`src/rtl/dfs_ram.sv`:
```
module dfs_ram #(
    parameter int WIDTH = 8,
    parameter int DEPTH = 64
) (
    input  logic                     aclk,
    input  logic                     we,
    input  logic [$clog2(DEPTH)-1:0] waddr,
    input  logic [WIDTH-1:0]         wdata,
    input  logic [$clog2(DEPTH)-1:0] raddr,
    output logic [WIDTH-1:0]         rdata
);

    logic [WIDTH-1:0] mem [DEPTH];
    logic [WIDTH-1:0] rdata_reg;

    always_ff @(posedge aclk) begin
        if (we) begin
            mem[waddr] <= wdata;
        end
        rdata_reg <= mem[raddr];
    end

    assign rdata = rdata_reg;

endmodule

```
`config.mk`:
```
export PLATFORM = sky130hd
export DESIGN_NAME = dfs_ram
export DESIGN_NICKNAME = d
export VERILOG_FILES = /design/src/rtl/dfs_ram.sv
export SDC_FILE = /design/constraint.sdc
export NUM_CORES = 1
export LEC_CHECK = 0
export BUFFER_PORTS_ARGS = -buffer_cell sky130_fd_sc_hd__clkbuf_2
export CAP_MARGIN = 20
export CORE_AREA = 2 2 195 197
export CTS_CLUSTER_DIAMETER = 80
export DETAILED_ROUTE_END_ITERATION = 10
export DIE_AREA = 0 0 197 199
export HOLD_SLACK_MARGIN = 0.03
export PLACE_DENSITY_LB_ADDON = 0.08
export REMOVE_ABC_BUFFERS = 1
export SLEW_MARGIN = 20
export SYNTH_ARGS = -nofsm -noshare
export SYNTH_HDL_FRONTEND = slang
export SYNTH_SLANG_ARGS = --single-unit
```
`constraint.sdc`:
```
create_clock -name aclk -period 5.2 [get_ports aclk]
set_input_delay 0.52 -clock aclk [delete_from_list [all_inputs] [get_ports aclk]]
set_output_delay 0.52 -clock aclk [all_outputs]
set_load 0.01 [all_outputs]
```
==> reports/results.txt, run 1 <==
status: finished clean
buffer count from post-CTS setup fixing: 0
Critical R2R Launch: mem[7][1]$_DFFE_PP_
placer congestion estimate: 0.791
die area: 0.0392 mm2
first-pass GRT wire length: 65.2 mm
Final setup viols: 0
fin crit share: 49.5%
Critical Path Max Stage Delay: 0.58 ns
worst skew pair latency: 0.59 ns
maximum vdd drop: 0.000390 V
most frequent cells in the layout: edfxtp_1 (512), mux4_2 (126), nor2_1 (83)
Mean Syn Cell Area: 21.5 um2
crit-path max FO: 49
Yosys Warn Count: 0
crit path capture type: register
Ports: 30
diode count: 0
CTS tree: built
Lkg Pwr: 6.96 nW
Buf/Inv on CP: 2
Initial Util: 54.3%
Die Ht: 199 um
Pwr Total: 8.62 mW
Crit path top cell by count: mux4_2
Post-synth EDFFs: 512
largest net degree at the start of global routing: 65
Core Area: 0.0371 mm2
Post-synth ARST share: 0%
Worst setup SP type: primary input
Root Buffer: clkbuf_16
# resized after CTS: 0
number of synthesized register bits: 520
Routed Antenna Nets: 0
RSZ-0062 raised after global routing: false
crit path DAT: 3.05 ns
DP HPWL: 26.8 mm
most common cell after layout, fill and taps aside: edfxtp_1
Die Wd: 197 um
area grow syn2layout: 10.9%
Post-Route WL: 44.2 mm
antenna violations before repair: 0
GRT Total Usage: 23.4%
GRT overflow: 0
CP required: 5.67 ns
setup TNS: 0 ns
Yosys cell types: 40
Reg clk slew, reported paths: 0.06 ns
Clock Skew: 0.0234 ns
Worst Max-Slew Pin Slew: 1.10 ns
max-slew violation count: 0
Syn Inst Count: 940
achievable frequency: 388 MHz
wire per inst: 29.4 um
vias: 9555
num rows: 71
CP delay by family, top: buffers and inverters
number of flip-flops in the largest register: 512
CP Class: in -> reg
Tmin final: 2.57 ns
Netlist Area Pre-Place: 0.0202 mm2
Max Root-Sink Buffers: 3
Num CTS Buffers: 50
Max-Cap Viols: 0
hold-critical path depth: 2
Crit-path slowest cell: buf_4
Util after Layout: 60.3%
nets: 1011
port bufs: 29
sequential fraction of the synthesis area: 77.0%
r2r setup slk: 3.12 ns
DR vias/cell: 6.35
slew margin rel.: 26.7%
PD cells: 385 mW/mm2
worst r2r path cells: 5
worst reg2reg path endpoint: rdata[1]$_DFF_P_
Hold Fails Final Rpt: 0
layout cells sized above 1: 24.6%
DRC viols: 0
min-delay src: raddr[5]
Min-Delay Endpoint: rdata[5]$_DFF_P_
ys flop type: edfxtp_1
worst min path class: in -> reg
DP Area: 0.0208 mm2
vias in the first global route: 9750
H-Tree Level Count: 2
starting DRC count in detailed routing: 759
critical path cell sequence: buf_4 > buf_12 > mux4_2 > mux4_2 > nor2_1 > nor3_1 > o2bb2ai_1
clk sink count: 520
TritonRoute pass-1 iters: 5
final instance area: 0.0224 mm2
hold_buf cts: 0
## logic make-up (layout without fill, tap and decap cells)
group,count (synthesis),in the layout,synth area share [%]
compound gates,54,54,2.07
buf+inv,51,142,1.57
flops,520,520,77.0
mux,162,162,15.9
simple gates,153,153,3.39
## layer usage
layer	GRT usage (%)	wire length, um
met5	0	0
met4	5.88	799
met3	3.54	2950
met2	38.6	22200
met1	33.6	18300
## Yosys cell counts, drive strengths merged (3+ instances only)
library cell	instances	area, um2
edfxtp	512	15400
mux4	126	2840
nor2	83	312
buf	34	253
mux2i	23	230
nand2	19	71.3
clkbuf	17	63.8
nor2b	14	87.6
mux2	13	146
nand3	13	65.1
dfxtp	8	160
o221ai	8	70.1
o22ai	8	50.1
nand2b	7	43.8
nor3	7	35.0
a221oi	6	52.6
a211oi	4	30.0
o21ai	4	20.0
a21oi	3	15.0
a22oi	3	22.5
nand3b	3	22.5
o2111ai	3	26.3
o2bb2ai	3	26.3
## per-stage QoR
| step | hold slack, ns | worst slack, ns | cells |
|---|---|---|---|
| floorplan | 0.619 | 3.32 | 889 |
| global placement | 0.813 | 2.01 | 1411 |
| detailed placement | 0.832 | 2.00 | 1411 |
| CTS | 0.428 | 2.63 | 1505 |
| global route | 0.458 | 2.48 | 1505 |
| finish | 0.474 | 2.63 | 1505 |
## worst register-to-register path, stage by stage (launching register included)
cell	delay, ns
edfxtp_1	0.36
mux4_2	0.54
mux4_2	0.52
nor2_1	0.24
nor3_1	0.16
o2bb2ai_1	0.16
## worst max-delay path by stage
stage                   from               end  cells after the start
detailed placement  raddr[0]  rdata[2]$_DFF_P_                      7
floorplan           raddr[0]  rdata[4]$_DFF_P_                      5
finish              raddr[1]  rdata[1]$_DFF_P_                      7
global placement    raddr[0]  rdata[2]$_DFF_P_                      7
CTS                 raddr[1]  rdata[1]$_DFF_P_                      7
global route        raddr[0]  rdata[2]$_DFF_P_                      7
## layout make-up
type                    count  area, um2
multi-input cells         369       4320
fillers                  2646      14800
clock buffers              63       1320
flip-flops and latches    520      15500
clock inverters            31        282
well taps                 474        593
repair buffers             48        327
## report_power, final
group / switching (mW) / total, mW / internal, mW
sequential: 0.0167 / 4.66 / 4.64
combinational: 0.263 / 0.420 / 0.157
clock: 1.50 / 3.54 / 2.05
total: 1.78 / 8.62 / 6.84
No activity file was read; power rests on OpenSTA's default activity.
==> run 2: changes to the inputs <==
Clock period 5.2 ns to 2.54 ns, I/O delays scaled along.
==> reports/results.txt, run 2 (synthesis results as in run 1) <==
DRC viols: 0 (unchanged)
Filler cells: 2560 (-3.3%)
Post-Route WL: 47.1 mm (+6.5%)
fin crit share: 87.6%
TritonRoute pass-1 iters: 5 (unchanged)
Crit-path slowest cell: a221oi_1
Routed Antenna Nets: 0 (unchanged)
worst r2r path cells: 4 (-1)
clk sink count: 520 (unchanged)
slew margin rel.: 31.7% (+5.0 points)
Util after Layout: 62.4% (+2.1 points)
area grow syn2layout: 14.9%
wire per inst: 29.5 um (+0.27%)
max-slew violation count: 0 (unchanged)
Worst Max-Slew Pin Slew: 1.02 ns (-0.0710 ns)
r2r setup slk: 0.32 ns (-2.80 ns)
CP required: 2.97 ns (-2.70 ns)
Max-Cap Viols: 0 (unchanged)
critical path cell sequence: mux4_2 > mux2_2 > a221oi_1 > o2bb2ai_1
DP Area: 0.0215 mm2 (+3.7%)
layout cells sized above 1: 31.8% (+7.2 points)
vias: 10000 (+5.0%)
Ports: 30 (unchanged)
Root Buffer: clkbuf_16
FF/Latch Area: 0.0155 mm2 (unchanged)
Critical R2R Launch: mem[47][1]$_DFFE_PP_
H-Tree Level Count: 2 (unchanged)
Die Ht: 199 um (unchanged)
starting DRC count in detailed routing: 1042 (+37%)
largest net degree at the start of global routing: 65 (unchanged)
crit path DAT: 2.66 ns (-0.39 ns)
antenna violations before repair: 0 (unchanged)
Tmin final: 2.22 ns
Num CTS Buffers: 50 (unchanged)
Reg clk slew, reported paths: 0.06 ns (about the same)
RSZ-0062 raised after global routing: false
status: finished clean
Initial Util: 54.3% (unchanged)
most frequent cells in the layout: edfxtp_1 (512), mux4_2 (126), buf_4 (108)
Min-Delay Endpoint: mem[49][7]$_DFFE_PP_
achievable frequency: 450 MHz
min-delay src: waddr[2]
port bufs: 29 (unchanged)
num rows: 71 (unchanged)
PD cells: 767 mW/mm2 (+99%)
Lkg Pwr: 7.48 nW (+7.6%)
Worst setup SP type: register
GRT Total Usage: 24.9% (+1.5 points)
hold-critical path depth: 2 (unchanged)
DR vias/cell: 6.28 (-1.2%)
Final setup viols: 0 (unchanged)
DP HPWL: 30.5 mm (+14%)
Critical Path Max Stage Delay: 0.73 ns (+0.15 ns)
nets: 1105 (+9.3%)
CP Class: reg -> reg
diode count: 0 (unchanged)
worst min path class: in -> reg
placer congestion estimate: 0.797 (+0.77%)
Core Area: 0.0371 mm2 (unchanged)
Die Wd: 197 um (unchanged)
number of flip-flops in the largest register: 512 (unchanged)
die area: 0.0392 mm2 (unchanged)
worst skew pair latency: 0.59 ns (about the same)
first-pass GRT wire length: 69.2 mm (+6.1%)
hold_buf cts: 0 (unchanged)
maximum vdd drop: 0.000528 V (+35%)
worst reg2reg path endpoint: rdata[1]$_DFF_P_
Multi-input gate area: 0.00432 mm2 (unchanged)
Clock Skew: 0.0192 ns (-0.00425 ns)
most common cell after layout, fill and taps aside: edfxtp_1
CTS tree: built
crit-path max FO: 1 (-98%)
final instance area: 0.0232 mm2 (+3.5%)
crit path capture type: register
buffer count from post-CTS setup fixing: 0 (unchanged)
vias in the first global route: 10400 (+6.3%)
Max Root-Sink Buffers: 3 (unchanged)
Hold Fails Final Rpt: 0 (unchanged)
# resized after CTS: 0 (unchanged)
GRT overflow: 0 (unchanged)
run 2: power breakdown:
part	switching [mW]	internal [mW]	total, mW	leakage [nW]
Clock	3.09	4.21	7.30	0.794
Sequential	0.0425	9.50	9.54	4.67
Combinational	0.568	0.371	0.939	2.02
Total	3.70	14.1	17.8	7.48
run 2: critical path, delay by kind of cell, from the launching register on:
kind            cells  cell delay [ns]
compound gates      2             0.91
mux                 2             0.78
flops               1             0.37
run 2: worst max path at each step:
stage,start,to,depth (start not counted)
3_5_place_dp,raddr[0],rdata[1]$_DFF_P_,7
3_3_place_gp,raddr[0],rdata[1]$_DFF_P_,7
6_report,mem[47][1]$_DFFE_PP_,rdata[1]$_DFF_P_,4
4_1_cts,mem[47][1]$_DFFE_PP_,rdata[1]$_DFF_P_,4
2_1_floorplan,mem[29][4]$_DFFE_PP_,rdata[4]$_DFF_P_,5
5_1_grt,mem[47][1]$_DFFE_PP_,rdata[1]$_DFF_P_,4
run 2: layout make-up:
class                   instances  share of cell area (%)
flip-flops and latches        520                    67.1
multi-input cells             369                    18.6
clock buffers                  65                    5.90
repair buffers                142                    4.73
well taps                     474                    2.56
clock inverters                29                    1.12
run 2: metrics by stage:
| stage | worst slack (ns) | hold slack, ns | TNS (ns) | std cells | power, mW |
|---|---|---|---|---|---|
| detailed placement | -0.181 | 0.728 | -0.281 | 1505 | 10.7 |
| floorplan | 0.856 | 0.353 | 0 | 889 | 10.1 |
| global placement | -0.133 | 0.732 | -0.362 | 1505 | 10.6 |
| finish | 0.315 | 0.208 | 0 | 1599 | 17.8 |
| global route | 0.311 | 0.184 | 0 | 1599 | 18.3 |
| CTS | 0.277 | 0.164 | 0 | 1599 | 17.9 |
run 2: routing by layer:
| metal | track usage [%] | vias to the layer above | share of wire [%] |
|---|---|---|---|
| met5 | 0 | - | 0 |
| met4 | 8.02 | 0 | 2.4 |
| met3 | 3.78 | 62 | 6.3 |
| met2 | 40.0 | 382 | 49 |
| met1 | 35.9 | 5371 | 42 |
| li1 | - | 4220 | - |
