===== src/rtl/dfs_pkg.sv =====
package dfs_pkg;

    localparam int CFG_W = 7;
    localparam logic [CFG_W-1:0] VCOUNT_RESET = 7'd64;

    typedef enum logic [1:0] {
        CMD_ADD_EDGE = 2'd0,
        CMD_RUN      = 2'd1,
        CMD_CLEAR    = 2'd2
    } cmd_t;

    typedef enum logic [3:0] {
        ST_IDLE,
        ST_ADD_WAIT,
        ST_ROOT,
        ST_LOAD,
        ST_SCAN,
        ST_POP,
        ST_EMIT_RD,
        ST_EMIT_LOAD,
        ST_EMIT_HOLD
    } state_t;

    typedef struct packed {
        logic [1:0] command;
        logic [5:0] from_vertex;
        logic [5:0] to_vertex;
    } in_word_t;

    typedef struct packed {
        logic [5:0] vertex;
        logic [7:0] discover_time;
        logic [7:0] finish_time;
        logic       last;
    } out_word_t;

    typedef struct packed {
        logic clr_visited;
        logic mark_visited;
        logic ptr_load;
        logic ptr_step;
        logic load_row;
    } scan_ctrl_t;

    typedef struct packed {
        logic hit;
        logic at_end;
        logic probe_visited;
    } scan_stat_t;

endpackage


===== src/rtl/dfs_scan.sv =====
module dfs_scan import dfs_pkg::*; #(
    parameter int MAX_VERTICES = 64
) (
    input  logic                            aclk,
    input  logic                            aresetn,
    input  scan_ctrl_t                      ctrl,
    input  logic [MAX_VERTICES-1:0]         row_in,
    input  logic [$clog2(MAX_VERTICES):0]   ptr_in,
    input  logic [$clog2(MAX_VERTICES)-1:0] mark_idx,
    input  logic [$clog2(MAX_VERTICES)-1:0] probe_idx,
    input  logic [$clog2(MAX_VERTICES):0]   count,
    output scan_stat_t                      stat,
    output logic [$clog2(MAX_VERTICES):0]   ptr
);

    localparam int IW = $clog2(MAX_VERTICES);
    localparam int CW = IW + 1;

    logic [MAX_VERTICES-1:0] visited_reg;
    logic [MAX_VERTICES-1:0] row_reg;
    logic [CW-1:0]           ptr_reg;
    logic [IW-1:0]           ptr_idx;

    always_ff @(posedge aclk) begin
        if (!aresetn) begin
            visited_reg <= '0;
            ptr_reg     <= '0;
        end else begin
            if (ctrl.clr_visited) begin
                visited_reg <= '0;
            end else if (ctrl.mark_visited) begin
                visited_reg[mark_idx] <= 1'b1;
            end
            if (ctrl.ptr_load) begin
                ptr_reg <= ptr_in;
            end else if (ctrl.ptr_step) begin
                ptr_reg <= ptr_reg + CW'(1);
            end
        end
    end

    always_ff @(posedge aclk) begin
        if (ctrl.load_row) begin
            row_reg <= row_in;
        end
    end

    // one candidate neighbor per cycle while ctrl.ptr_step is set
    assign ptr_idx            = ptr_reg[IW-1:0];
    assign stat.at_end        = (ptr_reg == count);
    assign stat.hit           = !stat.at_end && row_reg[ptr_idx] && !visited_reg[ptr_idx];
    assign stat.probe_visited = visited_reg[probe_idx];
    assign ptr                = ptr_reg;

endmodule


===== config.mk =====
export PLATFORM = sky130hd
export DESIGN_NAME = dfs_scan
export DESIGN_NICKNAME = d
export VERILOG_FILES = /design/src/rtl/dfs_pkg.sv /design/src/rtl/dfs_scan.sv
export SDC_FILE = /design/constraint.sdc
export NUM_CORES = 1
export LEC_CHECK = 0
export ABC_CLOCK_PERIOD_IN_PS = 3500
export BUFFER_PORTS_ARGS = -buffer_cell sky130_fd_sc_hd__buf_2
export CORE_MARGIN = 2
export CORE_UTILIZATION = 55
export CTS_CLUSTER_DIAMETER = 150
export DETAILED_ROUTE_END_ITERATION = 10
export PLACE_DENSITY = 0.79
export RECOVER_POWER = 25
export SETUP_SLACK_MARGIN = 0.2
export SLEW_MARGIN = 20
export SYNTH_ARGS = -nofsm -noshare
export SYNTH_HDL_FRONTEND = slang
export SYNTH_SLANG_ARGS = --single-unit
export TNS_END_PERCENT = 50

===== constraint.sdc =====
create_clock -name aclk -period 3.5 [get_ports aclk]
set_input_delay 0.525 -clock aclk [delete_from_list [all_inputs] [get_ports aclk]]
set_output_delay 0.525 -clock aclk [all_outputs]
set_load 0.02 [all_outputs]

==> impl_metrics.ini, run 1 <==
[critical_path]
r2r_start = ptr[0]
critPathLaunch = ptr[0]
worstPathCellList = buf_12, or3b_2, o211ai_1, o211ai_1, a211oi_2, a2111oi_2, a221oi_2, buf_2
critPathRequiredTime_ps = 2970
crit_top_cell = o211ai_1
worst_path_max_delay_cell = or3b_2
worst_r2r_path_depth = 7
path_buf_inv = 2
end_kind = output pin
path_depth = 8
critPathKind = flip-flop to output pin
crit_arrival_ps = 2660
start_kind = flip-flop
reg2reg_to = ptr[6]
worst_path_largest_cell_delay_ps = 440
endpoint = stat[2]
critPathTopFamily = compound AO/OA/AOI/OAI gates
reg2reg_slack_ps = 1870
critPathMaxFanout = 20

[grt]
grt_use_total = 0.2750
first_global_vias = 4601
antenna_found_initial = 0
overflow = 0
grt_pass1_wl_um = 23450
grt_max_degree = 65

[clock_tree]
clkLatencyLatePin_ps = 530
cts_root_buf = clkbuf_8
cts_sinks = 135
cts_tree = done
htree_levels = 4
cts_buffers = 17
cts.clk_slew.worst_paths_ps = 60
hold_buffers = 0
clockBufferDepth = 2

[floorplan]
fp-row-count = 37
io_pins = 107
die_h_um = 107.3
coreArea_um2 = 10320
dieArea_um2 = 11520
die_x_um = 107.3
initial_utilization = 0.5687

[timing]
max_slew_margin = 0.3287
hold_viol_final = 0
max_freq_mhz = 313.6
post-route-min-period_ps = 3189
final_max_slew_viol_count = 0
rsz0062_at_grt = no
tns_ps = 0
worst_slew_pin_slew_ps = 1005
fin_crit_sh = 0.9111
setup_slack_ps = 311.1
setup_viol = 0
fin_skew_ps = 5.518

[logic_synthesis]
async_flop_share = 0
ys_warn_count = 0
synth.area.mux_share = 0.09761
synth_fa_ha_area_frac = 0.002131
syn-cell-area_um2 = 5871
synth_compound_gate_area_share = 0.1243
synthSimpleGateAreaFrac = 0.1535
ys_ff_latch = 135
netlist_instances = 532
synth_top_area_cell = edfxtp_1
synth_top_family_by_area = simple AND/OR/NAND/NOR gates
synthXorXnorAreaFrac = 0.01939
ys.flop_type = dfxtp_1
synth-edff-count = 64
syn_nets = 630
ys_seq_area_frac = 0.5695
avgSynthCellArea_um2 = 11.04
synth_top_area_frac = 0.3274
synth_cell_types = 50
synthTopCellsByArea = edfxtp_1, dfxtp_1, nor2_1, a21oi_1, mux4_1

[cells_and_area]
drive_gt1_frac = 0.2616
n_antenna_cell = 0
area_growth_pct = 21.68
nets = 731
fin_area_um2 = 7143

[routing]
num_vias = 4667
final_antenna_net_count = 0
drt_iter0_drc = 408
wirelength_um = 15110
firstDrtPassIters = 7
avgViaCountPerCell = 5.968
wl_per_cell_um = 19.33
drcViolationCount = 0

[placement]
hpwl_um = 10400
portBuffers = 106
dp_slack_ps = 371.5
place_congestion = 0.8858
placed_area_um2 = 6504

[run]
cap_violations = 0

[power]
vdd_ir_drop_max_uv = 369.7
power_leakage_nw = 2.683
powerDensity_nw_per_um2 = 546.7

[run_status]
outcome = finished clean

[worst_hold_path]
hold_path_depth = 1
hold_class = input pin to flip-flop
[area by class of cell]
type / count / area, um^2
timing repair buffer: 115 / 614.3
fill: 732 / 3181
inverter: 13 / 48.80
sequential: 135 / 3353
multi-input combinational: 351 / 2355
clock buffer: 20 / 425.4
clock inverter: 12 / 176.4
tap: 136 / 170.2
[cells by family after synthesis]
family                     after synthesis
muxes                                   27
AOI/OAI and AO/OA                      119
buffers and inverters                   46
and+or+nand+nor                        191
adders and majority gates                1
xor gates and xnor gates                13
DFF                                    135
[stage by stage]
step	power, W	util	cells	hold WS [ps]
6_report	0.003905	0.6919	782	165.4
5_1_grt	0.004037	0.6919	782	136.6
4_1_cts	0.003920	0.6907	782	143.7
3_5_place_dp	0.002107	0.6300	749	478.6
3_3_place_gp	0.002098	0.6295	749	464.4
2_1_floorplan	0.001963	-	532	441.5
[power breakdown]
group	total [W]	switching, W	internal [W]	leakage [nW]
Combinational	0.000316	0.000177	0.000139	1.20
Clock	0.00182	0.000662	0.00116	0.279
Sequential	0.00177	0.0000447	0.00173	1.20
Total	0.00391	0.000883	0.00302	2.68
[timing repair]
action	in CTS	in global routing
pin swaps	1	0
setup endpoints to repair	1	1
setup buffers	1	0
gates resized for setup	6	3
[how the worst min path moves through the flow]
stage / from / endpoint / slack (ps)
final: row_in[57] / row_reg[57] / 170
after global routing: row_in[59] / row_reg[59] / 140
after CTS: row_in[57] / row_reg[57] / 140
after detailed placement: visited_reg[45] / visited_reg[45] / 480
after global placement: visited_reg[16] / visited_reg[16] / 460
after floorplan: visited_reg[31] / visited_reg[31] / 440
[layout by cell type, fill, tap and decap left out, drive strengths merged, types with 5 or more instances in the layout]
master and instances:
buf 115, nor2 103, dfxtp 71, a21oi 68
edfxtp 64, nand2 27, mux4 21, clkbuf 20
inv 14, nor2b 13, o21ai 12, a32oi 9
xnor2 8, and2 7, a221oi 7, nor3b 6
nor3 6, nand2b 6, xor2 5, a31oi 5
nand3b 5, a211oi 5
[per-layer routing]
metal	global-route usage	share of wire
met1	0.3470	0.39
met2	0.4349	0.49
met3	0.07627	0.088
met4	0.1410	0.034
met5	0	0
[synthesized netlist by cell type, types with 3 or more instances]
cell and instances:
nor2b_1 13, nor3_1 6, a221oi_1 7, mux4_2 11
o21ai_0 11, dfxtp_1 71, a31oi_1 5, mux2i_1 4
buf_1 7, nor2_1 103, xnor2_1 8, and2_1 7
nor3b_1 6, mux4_1 10, nand2_1 27, nand3b_1 5
edfxtp_1 64, buf_2 5, nand4b_1 3, a21oi_1 68
clkbuf_1 19, a211oi_1 5, xor2_1 5, nand2b_1 6
inv_1 13, nand4_1 3, a32oi_1 9
Power figures use the tool's default switching activity.
==> inputs of run 2 (changes only) <==
PLACE_DENSITY = default   (was 0.79)
PLACE_DENSITY_LB_ADDON = 0.15   (was default)
RECOVER_POWER = 100   (was 25)
==> run 2 against run 1 <==
  * The run now ends with capacitance limit, slew limit left
  * Hold slack got worse by 12 ps
  * Core utilization increased by 1.4 points
  * Sequential share of layout area down 1.0 points
  * Final cell count rose by 1.0%
  * Wire length is 2.7% higher
  * Worst setup slack got worse by 89 ps
  * First-iteration DRC count fell by 12%
==> impl_metrics.ini, run 2 (synthesized netlist as in run 1, its figures left out) <==
[critical_path]
critPathMaxFanout = 13
start_kind = flip-flop
worstPathCellList = buf_4, xnor2_1, nand4_1, nor4_1, buf_2
critPathRequiredTime_ps = 2970
worst_path_largest_cell_delay_ps = 690
crit_arrival_ps = 2750
critPathTopFamily = simple AND/OR/NAND/NOR gates
worst_path_max_delay_cell = dfxtp_1
end_kind = output pin
path_buf_inv = 2
critPathKind = flip-flop to output pin

[run]
cap_violations = 2

[timing]
tns_ps = 0
setup_viol = 0
hold_viol_final = 0
worst_slew_pin_slew_ps = 2494
final_max_slew_viol_count = 90
rsz0062_at_grt = no
post-route-min-period_ps = 3278
max_slew_margin = -0.6629
fin_skew_ps = 2.852
fin_crit_sh = 0.9365
hold_slack_ps = 153.1
max_freq_mhz = 305.1

[routing]
firstDrtPassIters = 5
wl_per_cell_um = 19.65
wirelength_um = 15520
drt_iter0_drc = 361
final_antenna_net_count = 0
num_vias = 4744
drcViolationCount = 0
avgViaCountPerCell = 6.005

[grt]
grt_max_degree = 48
antenna_found_initial = 0
grt_use_total = 0.2840
first_global_vias = 4672
grt_pass1_wl_um = 23920
overflow = 0

[clock_tree]
clkLatencyLatePin_ps = 540
cts_tree = done
cts_root_buf = clkbuf_8
htree_levels = 4
cts_buffers = 17
cts.clk_slew.worst_paths_ps = 60
clockBufferDepth = 2
hold_buffers = 0
cts_sinks = 135

[run_status]
outcome = complete, but fails checks
violations = capacitance limit, slew limit

[cells_and_area]
fill_cells = 757
final_util = 0.7060
finalNonFillerCells = 790
mostFrequentLayoutCells = nor2_1, buf_2, dfxtp_1, a21oi_1, edfxtp_1
nets = 739
drive_gt1_frac = 0.2569
n_antenna_cell = 0
area_growth_pct = 24.15
fin_area_um2 = 7288
mostFrequentLayoutCell = nor2_1

[placement]
placed_area_um2 = 6529
placedCellCount = 753
portBuffers = 106
hpwl_um = 10450
place_congestion = 0.9526

[floorplan]
io_pins = 107
fp-row-count = 37
dieArea_um2 = 11520
initial_utilization = 0.5687
die_h_um = 107.3
coreArea_um2 = 10320
die_x_um = 107.3

[power]
power_leakage_nw = 2.740
vdd_ir_drop_max_uv = 517.2
powerDensity_nw_per_um2 = 567.3

[worst_hold_path]
hold_class = input pin to flip-flop
==> run 2: path summary, 6_finish.rpt <==
kind / startpoint / end / slack, ps / depth (start not counted)
setup / recovery: ptr[2] / stat[1] / 220 / 5
hold / removal: row_in[21] / row_reg[21] / 150 / 1
setup reg to reg: ptr[1] / ptr[6] / 1580 / 7
hold reg to reg: visited_reg[16] / visited_reg[16] / 500 / 2
==> run 2: area by class of cell <==
class                           instances  area [um^2]  share of cell area
Timing Repair Buffer                  123        678.2             0.09305
Sequential cell                       135         3347              0.4592
Clock inverter                         13        250.2             0.03433
Multi-Input combinational cell        351         2372              0.3255
Inverter                               13        48.80            0.006695
Tap cell                              136        170.2             0.02335
Clock buffer                           19        421.7             0.05785
==> run 2: where the power goes <==
group	internal (W)	switching (W)
sequential	0.00173	0.0000344
clock	0.00137	0.000652
combinational	0.000153	0.000195
total	0.00325	0.000881
==> run 2: what timing repair did <==
action | CTS | global route
buffers inserted | 5 | 0
pin swaps | 0 | 0
setup endpoints to repair | 1 | 1
cloned | 0 | 0
hold endpoints to repair | 0 | 0
resized for setup | 2 | 10
==> run 2: through the flow <==
step | total power [W] | worst slack, ps
5_1_grt | 0.004261 | 96.98
3_3_place_gp | 0.002102 | 415.4
6_report | 0.004135 | 222.3
4_1_cts | 0.004134 | 235.0
2_1_floorplan | 0.001963 | 616.7
3_5_place_dp | 0.002109 | 367.2
==> run 2: layer usage <==
layer  part of all wire  track usage  vias to the layer above
li1                   -            -                     2173
met3              0.079      0.07324                       49
met5                  0            0                        -
met2               0.48       0.4426                      256
met1               0.40       0.3571                     2266
met4              0.042       0.1698                        0
